### config.mk
export PLATFORM = sky130hd
export DESIGN_NAME = ordered_deque_with_search_flat
export DESIGN_NICKNAME = d
export VERILOG_FILES = /design/src/rtl/odws_pkg.sv /design/src/rtl/odws_if.sv /design/src/rtl/ordered_deque_with_search.sv /design/src/rtl/odws_cell.sv /design/src/flat_wrapper.sv
export SDC_FILE = /design/constraint.sdc
export NUM_CORES = 2
export LEC_CHECK = 0
export BUFFER_PORTS_ARGS = -buffer_cell sky130_fd_sc_hd__buf_2
export CAP_MARGIN = 40
export CORE_AREA = 2 2 262 239
export CTS_BUF_LIST = sky130_fd_sc_hd__clkbuf_4 sky130_fd_sc_hd__clkbuf_8
export DETAILED_ROUTE_END_ITERATION = 8
export DIE_AREA = 0 0 264 241
export GPL_TIMING_DRIVEN = 0
export PLACE_DENSITY_LB_ADDON = 0.25
export SLEW_MARGIN = 40
export SYNTH_ARGS = -nofsm -noshare
export SYNTH_HDL_FRONTEND = slang
export SYNTH_SLANG_ARGS = --single-unit
export TNS_END_PERCENT = 10
### constraint.sdc
create_clock -name clk -period 11.6 [get_ports clk]
set_input_delay 1.16 -clock clk [delete_from_list [all_inputs] [get_ports clk]]
set_output_delay 1.16 -clock clk [all_outputs]
set_load 0.01 [all_outputs]
### src/rtl/odws_pkg.sv
`timescale 1ns / 1ps
// ----------------------------------------------------------------------------
// odws_pkg
// shared codes, field widths and the command struct for the deque cells
// ----------------------------------------------------------------------------
package odws_pkg;

	localparam int unsigned ACTION_W = 3;
	localparam int unsigned VALUE_W  = 32;
	localparam int unsigned STATUS_W = 2;
	localparam int unsigned OCC_W    = 5;

	typedef enum logic [ACTION_W-1:0] {
		ACT_PUSH_FRONT = 3'd0,
		ACT_PUSH_BACK  = 3'd1,
		ACT_POP_FRONT  = 3'd2,
		ACT_POP_BACK   = 3'd3,
		ACT_REMOVE     = 3'd4,
		ACT_FIND       = 3'd5
	} action_t;

	typedef enum logic [STATUS_W-1:0] {
		ST_DONE      = 2'd0,
		ST_FULL      = 2'd1,
		ST_EMPTY     = 2'd2,
		ST_NOT_FOUND = 2'd3
	} status_t;

	typedef struct packed {
		logic go;
		logic shift_in;
		logic load_tail;
		logic shift_out;
		logic remove;
	} cell_cmd_t;

endpackage

### src/rtl/odws_if.sv
`timescale 1ns / 1ps
// ----------------------------------------------------------------------------
// odws_req_if / odws_rsp_if
// valid/ready channels for request and response beats
// ----------------------------------------------------------------------------
interface odws_req_if;
	logic                     valid;
	logic                     ready;
	logic [2:0]               action;
	logic [31:0]              item_value;

	modport source (output valid, output action, output item_value, input ready);
	modport sink (input valid, input action, input item_value, output ready);
endinterface

interface odws_rsp_if;
	logic                     valid;
	logic                     ready;
	logic [1:0]               status;
	logic                     found;
	logic [4:0]               occupancy;

	modport source (output valid, output status, output found, output occupancy, input ready);
	modport sink (input valid, input status, input found, input occupancy, output ready);
endinterface

### src/rtl/ordered_deque_with_search.sv
`timescale 1ns / 1ps
// response: registered, valid in the cycle after the request beat is taken
// throughput: one request per cycle unless an untaken response holds it;
//   DEPTH-cell first-match ripple plus the shift select sets the clock period
// reset: arst_n clears the entry count and the response valid; entry
//   contents stay undefined and are never read above the count
// ----------------------------------------------------------------------------
// ordered_deque_with_search
// bounded deque with remove-by-value and find, built as a row of cells
// ----------------------------------------------------------------------------
module ordered_deque_with_search
	import odws_pkg::*;
#(
	parameter int unsigned DEPTH      = 16,
	parameter int unsigned DATA_WIDTH = 32
) (
	input  logic        clk,
	input  logic        arst_n,
	odws_req_if.sink    req,
	odws_rsp_if.source  rsp
);

	localparam int unsigned CW = $clog2(DEPTH + 1);

	logic                  go;
	logic [DATA_WIDTH-1:0] value;
	logic [DATA_WIDTH+VALUE_W-1:0] value_ext;
	logic [CW-1:0]         cnt_q;
	logic [CW-1:0]         cnt_next;
	logic [CW+OCC_W-1:0]   cnt_ext;
	logic                  full;
	logic                  empty;
	logic                  hit;
	status_t               status_next;
	logic                  found_next;
	cell_cmd_t             cmd;
	action_t               act;

	logic                  rsp_valid_q;
	status_t               status_q;
	logic                  found_q;
	logic [OCC_W-1:0]      occ_q;

	logic [DATA_WIDTH-1:0] cell_data [DEPTH];
	logic [DEPTH:0]        match_chain;

	assign go        = req.valid && req.ready;
	assign req.ready = !rsp_valid_q || rsp.ready;
	assign value_ext = {{DATA_WIDTH{1'b0}}, req.item_value};
	assign value     = value_ext[DATA_WIDTH-1:0];
	assign act       = action_t'(req.action);
	assign full      = (cnt_q == CW'(DEPTH));
	assign empty     = (cnt_q == '0);
	assign match_chain[0] = 1'b0;
	assign hit       = match_chain[DEPTH];

	always_comb begin
		cmd         = '0;
		cmd.go      = go;
		cnt_next    = cnt_q;
		status_next = ST_DONE;
		found_next  = 1'b0;
		case (act)
			ACT_PUSH_FRONT: begin
				if (full) begin
					status_next = ST_FULL;
				end else begin
					cmd.shift_in = 1'b1;
					cnt_next     = cnt_q + 1'b1;
				end
			end
			ACT_PUSH_BACK: begin
				if (full) begin
					status_next = ST_FULL;
				end else begin
					cmd.load_tail = 1'b1;
					cnt_next      = cnt_q + 1'b1;
				end
			end
			ACT_POP_FRONT: begin
				if (empty) begin
					status_next = ST_EMPTY;
				end else begin
					cmd.shift_out = 1'b1;
					cnt_next      = cnt_q - 1'b1;
				end
			end
			ACT_POP_BACK: begin
				if (empty) begin
					status_next = ST_EMPTY;
				end else begin
					cnt_next = cnt_q - 1'b1;
				end
			end
			ACT_REMOVE: begin
				if (hit) begin
					cmd.remove = 1'b1;
					found_next = 1'b1;
					cnt_next   = cnt_q - 1'b1;
				end else begin
					status_next = ST_NOT_FOUND;
				end
			end
			ACT_FIND: begin
				if (hit) begin
					found_next = 1'b1;
				end else begin
					status_next = ST_NOT_FOUND;
				end
			end
			default: begin
			end
		endcase
	end

	assign cnt_ext = {{OCC_W{1'b0}}, cnt_next};

	for (genvar i = 0; i < DEPTH; i++) begin : g_cell
		logic [DATA_WIDTH-1:0] left_data;
		logic [DATA_WIDTH-1:0] right_data;

		if (i == 0) begin : g_head
			assign left_data = value;
		end else begin : g_body
			assign left_data = cell_data[i-1];
		end

		if (i == DEPTH - 1) begin : g_last
			assign right_data = cell_data[i];
		end else begin : g_inner
			assign right_data = cell_data[i+1];
		end

		odws_cell #(
			.DATA_WIDTH (DATA_WIDTH)
		) u_cell (
			.clk        (clk),
			.cmd        (cmd),
			.value      (value),
			.occupied   (CW'(i) < cnt_q),
			.at_tail    (CW'(i) == cnt_q),
			.left_data  (left_data),
			.right_data (right_data),
			.match_in   (match_chain[i]),
			.match_out  (match_chain[i+1]),
			.data       (cell_data[i])
		);
	end

	always_ff @(posedge clk or negedge arst_n) begin
		if (!arst_n) begin
			cnt_q       <= '0;
			rsp_valid_q <= 1'b0;
		end else begin
			if (go) begin
				cnt_q       <= cnt_next;
				rsp_valid_q <= 1'b1;
			end else if (rsp.ready) begin
				rsp_valid_q <= 1'b0;
			end
		end
	end

	// response beat payload
	always_ff @(posedge clk) begin
		if (go) begin
			status_q <= status_next;
			found_q  <= found_next;
			occ_q    <= cnt_ext[OCC_W-1:0];
		end
	end

	assign rsp.valid     = rsp_valid_q;
	assign rsp.status    = status_q;
	assign rsp.found     = found_q;
	assign rsp.occupancy = occ_q;

endmodule

### src/rtl/odws_cell.sv
`timescale 1ns / 1ps
// ----------------------------------------------------------------------------
// odws_cell
// one list position: holds an entry, compares it, shifts with its neighbors
// ----------------------------------------------------------------------------
module odws_cell
	import odws_pkg::*;
#(
	parameter int unsigned DATA_WIDTH = 32
) (
	input  logic                  clk,
	input  cell_cmd_t             cmd,
	input  logic [DATA_WIDTH-1:0] value,
	input  logic                  occupied,
	input  logic                  at_tail,
	input  logic [DATA_WIDTH-1:0] left_data,
	input  logic [DATA_WIDTH-1:0] right_data,
	input  logic                  match_in,
	output logic                  match_out,
	output logic [DATA_WIDTH-1:0] data
);

	logic [DATA_WIDTH-1:0] data_q;

	assign match_out = match_in | (occupied && (data_q == value));
	assign data      = data_q;

	always_ff @(posedge clk) begin
		if (cmd.go) begin
			if (cmd.shift_in) begin
				data_q <= left_data;
			end else if (cmd.load_tail && at_tail) begin
				data_q <= value;
			end else if (cmd.shift_out || (cmd.remove && match_out)) begin
				data_q <= right_data;
			end
		end
	end

endmodule

### src/flat_wrapper.sv
// flat-port wrapper written by rule: the top's interface ports become plain ports
module ordered_deque_with_search_flat import odws_pkg::*;
#(
	parameter int unsigned DEPTH      = 16,
	parameter int unsigned DATA_WIDTH = 32
)
  (clk, arst_n, req_valid, req_action, req_item_value, req_ready, rsp_valid, rsp_status, rsp_found, rsp_occupancy, rsp_ready);
  odws_req_if req_i ();
  odws_rsp_if rsp_i ();
  input  logic clk;
  input  logic arst_n;
  input wire logic [$bits(req_i.valid)-1:0] req_valid;
  input wire logic [$bits(req_i.action)-1:0] req_action;
  input wire logic [$bits(req_i.item_value)-1:0] req_item_value;
  output wire logic [$bits(req_i.ready)-1:0] req_ready;
  output wire logic [$bits(rsp_i.valid)-1:0] rsp_valid;
  output wire logic [$bits(rsp_i.status)-1:0] rsp_status;
  output wire logic [$bits(rsp_i.found)-1:0] rsp_found;
  output wire logic [$bits(rsp_i.occupancy)-1:0] rsp_occupancy;
  input wire logic [$bits(rsp_i.ready)-1:0] rsp_ready;
  assign req_i.valid = req_valid;
  assign req_i.action = req_action;
  assign req_i.item_value = req_item_value;
  assign req_ready = req_i.ready;
  assign rsp_valid = rsp_i.valid;
  assign rsp_status = rsp_i.status;
  assign rsp_found = rsp_i.found;
  assign rsp_occupancy = rsp_i.occupancy;
  assign rsp_i.ready = rsp_ready;
  ordered_deque_with_search #(.DEPTH(DEPTH), .DATA_WIDTH(DATA_WIDTH)) u_core (.clk(clk), .arst_n(arst_n), .req(req_i), .rsp(rsp_i));
endmodule
==> flow_metrics.env <==
export IMPL_cellPowerDensity_nw_per_um2=134
export IMPL_drv_cap=0
export IMPL_cts_buffer_depth=3
export IMPL_path_class="in2reg"
export IMPL_routabilityCongestion=1.08
export IMPL_async_flop_share_pct=1.14
export IMPL_viasPerCell=7.17
export IMPL_die_h_um=241
export IMPL_cp_end_kind="flop"
export IMPL_drtIter0Drc=6338
export IMPL_io_buffers=18
export IMPL_cts_tree="built"
export IMPL_clk_latency_ns=0.74
export IMPL_cts_hold_fix_buffers=0
export IMPL_crit_fanout=17
export IMPL_relSlewSlack_pct=34.4
export IMPL_syn_inst=3283
export IMPL_drt_first_pass_iters=8
export IMPL_antenna_found_initial=8
export IMPL_synth_distinct_cells=61
export IMPL_ctsHtreeMaxLevel=3
export IMPL_layout_drive_gt1_share_pct=11.6
export IMPL_drc=0
export IMPL_finalSetupViolCount=0
export IMPL_dpl_cell_count=4124
export IMPL_max_slew_worst_pin_slew_ns=0.976
export IMPL_arrival_ns=5.82
export IMPL_synth_seq_cells=526
export IMPL_drt_wl_total_mm=167
export IMPL_via_count=30800
export IMPL_max_freq_mhz=186
export IMPL_rsz0062_at_grt="no"
export IMPL_grt_max_degree=20
export IMPL_grt_overflow=0
export IMPL_fin_util_pct=60.7
export IMPL_hold_viol=0
export IMPL_ios=49
export IMPL_status="finished clean"
export IMPL_clock_sinks=526
export IMPL_hpwl_mm=119
export IMPL_synthFlopType="edfxtp_1"
export IMPL_grt_pass1_wl_mm=223
export IMPL_postCtsSetupBuffers=0
export IMPL_synth_seq_area_share_pct=47.5
export IMPL_start_util_pct=54.7
export IMPL_leakage_nw=14.7
export IMPL_fin_crit_ns=5.39
export IMPL_seqCellArea_um2=15800
export IMPL_cts_resized=0
export IMPL_fill_cells=5291
export IMPL_worst_hold_path_type="in2async"
export IMPL_instances_no_fill=4292
export IMPL_die_area_um2=63600
export IMPL_required_ns=12.03
export IMPL_final_max_slew_viol_count=0
export IMPL_core_area_um2=60700
export IMPL_power_mw=4.93
export IMPL_nets=3471
export IMPL_core_rowCount=86
export IMPL_ir_worst_vdd_mv=0.0948
export IMPL_track_usage_pct=51.5
export IMPL_ant_nets=0
export IMPL_cts_root_buffer="clkbuf_8"
export IMPL_postSynthAreaPerCell_um2=10.1
export IMPL_fin_skew_ns=0.0378
export IMPL_period_share_pct=46.4
export IMPL_numCtsBuffers=92
export IMPL_synth_area_um2=33200
export IMPL_dieWidth_um=264
export IMPL_multiInputGateArea_um2=16200
export IMPL_wire_per_inst_um=39.0
export IMPL_synth_edf_count=520
export IMPL_yosys_warnings=0
export IMPL_tns_ns=0
export IMPL_path_clk_slew_ns=0.06
export IMPL_syn_nets=3327
export IMPL_start_kind="input port"
export IMPL_grt_pass1_vias=28100
export IMPL_area_growth_pct=10.9
[report_power, final]
part	internal (mW)	leakage [nW]	total [mW]	switching, mW
Combinational	0.259	8.98	0.921	0.662
Sequential	2.19	4.81	2.29	0.102
Clock	0.854	0.901	1.72	0.864
Total	3.30	14.7	4.93	1.63
[state kept, by name (all words and copies together) (netlist names)]
signal	flops
u_core.rsp.occupancy	5
u_core.rsp.status	2
u_core.cnt_q	5
u_core.rsp.found	1
u_core.rsp.valid	1
u_core.g_cell.u_cell.data	512
[Yosys cell counts (5+ instances only)]
cell / instances / area [um^2]
nand4_1: 61 / 382
buf_1: 15 / 56.3
a31oi_1: 49 / 307
buf_6: 17 / 191
buf_2: 78 / 390
xor2_1: 328 / 2870
nand2_1: 608 / 2280
buf_4: 23 / 173
inv_1: 10 / 37.5
nand3_1: 22 / 110
mux2i_1: 385 / 3850
xnor2_1: 186 / 1630
nor4_1: 84 / 526
nor3_1: 25 / 125
nand2b_1: 5 / 31.3
nor2_1: 93 / 349
o21ai_0: 430 / 2150
clkbuf_1: 173 / 649
or3_1: 5 / 31.3
dfrtp_1: 6 / 150
nor4_2: 6 / 75.1
mux2_2: 33 / 372
ha_1: 5 / 62.6
edfxtp_1: 520 / 15600
a21oi_1: 50 / 250
[cells by family (layout without fill, tap and decap cells)]
kind of cell               count (synthesis)  after routing  share of synthesized area, %
muxes                                    418            418                          12.7
AOI/OAI and AO/OA                        569            569                          9.13
xor gates and xnor gates                 514            514                          13.6
buffers and inverters                    317            528                          4.52
adders and majority gates                  5              5                         0.188
DFF                                      526            526                          47.5
and+or+nand+nor                          934            934                          12.4
other                                      0              6                             0
[critical path: stages]
cell      delay (ns)
buf_2           0.39
buf_4           0.54
buf_2           0.76
xnor2_1         0.19
nand3_1         0.14
nor4_1          0.61
nor4_2          0.16
nand4_1         0.59
o211ai_1        0.28
a31oi_4         0.68
buf_8           0.27
[per-layer routing]
layer / part of all wire, % / track usage [%]
met1: 36 / 66.1
met2: 37 / 66.7
met3: 19 / 27.2
met4: 7.8 / 33.4
met5: 0.15 / 1.73
[stage by stage]
stage	setup slack, ns	hold WS, ns	instance area (um^2)
2_1_floorplan	6.59	0.543	33200
3_3_place_gp	3.91	0.509	34300
3_5_place_dp	5.91	0.517	35100
4_1_cts	6.68	0.251	36800
5_1_grt	6.34	0.278	36800
6_report	6.21	0.274	36800
[area by class of cell]
type                            count  share of cell area [%]
Tap cell                          792                    2.69
Sequential cell                   526                    42.8
Clock buffer                      125                    4.18
Timing Repair Buffer               50                    1.66
Clock inverter                     36                   0.445
Multi-Input combinational cell   2440                    44.0
Antenna cell                        6                  0.0408
Inverter                           11                   0.112
Buffer                            306                    4.07
[placed cells by master (no fill, tap or decap), types with 4 or more instances in the layout]
cell type,count
nand2b_1,5
clkbuf_1,143
nor4_2,8
xnor2_1,186
nor2_1,90
edfxtp_1,520
clkinv_2,7
dfrtp_1,6
mux2i_1,385
nand2_1,608
buf_8,23
xor2_1,328
buf_16,5
nand3_1,22
or3_1,5
nor4_1,82
clkbuf_2,31
clkbuf_4,29
mux2_2,33
and2_1,4
o22ai_1,4
buf_6,20
a21oi_1,50
ha_1,5
buf_4,23
clkinv_1,26
a31oi_4,14
buf_1,14
a31oi_1,35
clkbuf_8,96
nor3_1,23
diode_2,6
nor3_2,4
buf_2,97
nand4_1,61
inv_1,10
o21ai_0,430
[final timing paths]
check                                                  start                                          end  slack (ns)  depth (start not counted)
worst max-delay path                      req_item_value[16]   u_core.g_cell[8].u_cell.data[19]$_DFFE_PP_        6.21                         11
worst min-delay path                                  arst_n                 u_core.rsp.valid$_DFFE_PN0P_        0.27                          1
worst max register to register   u_core.cnt_q[1]$_DFFE_PN0P_  u_core.g_cell[15].u_cell.data[16]$_DFFE_PP_        6.30                         11
worst min register to register  u_core.rsp.valid$_DFFE_PN0P_                 u_core.rsp.valid$_DFFE_PN0P_        0.53                          2
max in group asynchronous                             arst_n                  u_core.cnt_q[3]$_DFFE_PN0P_       11.16                          1
min in group clk                u_core.rsp.valid$_DFFE_PN0P_                 u_core.rsp.valid$_DFFE_PN0P_        0.53                          2
Power figures use the tool's default switching activity.
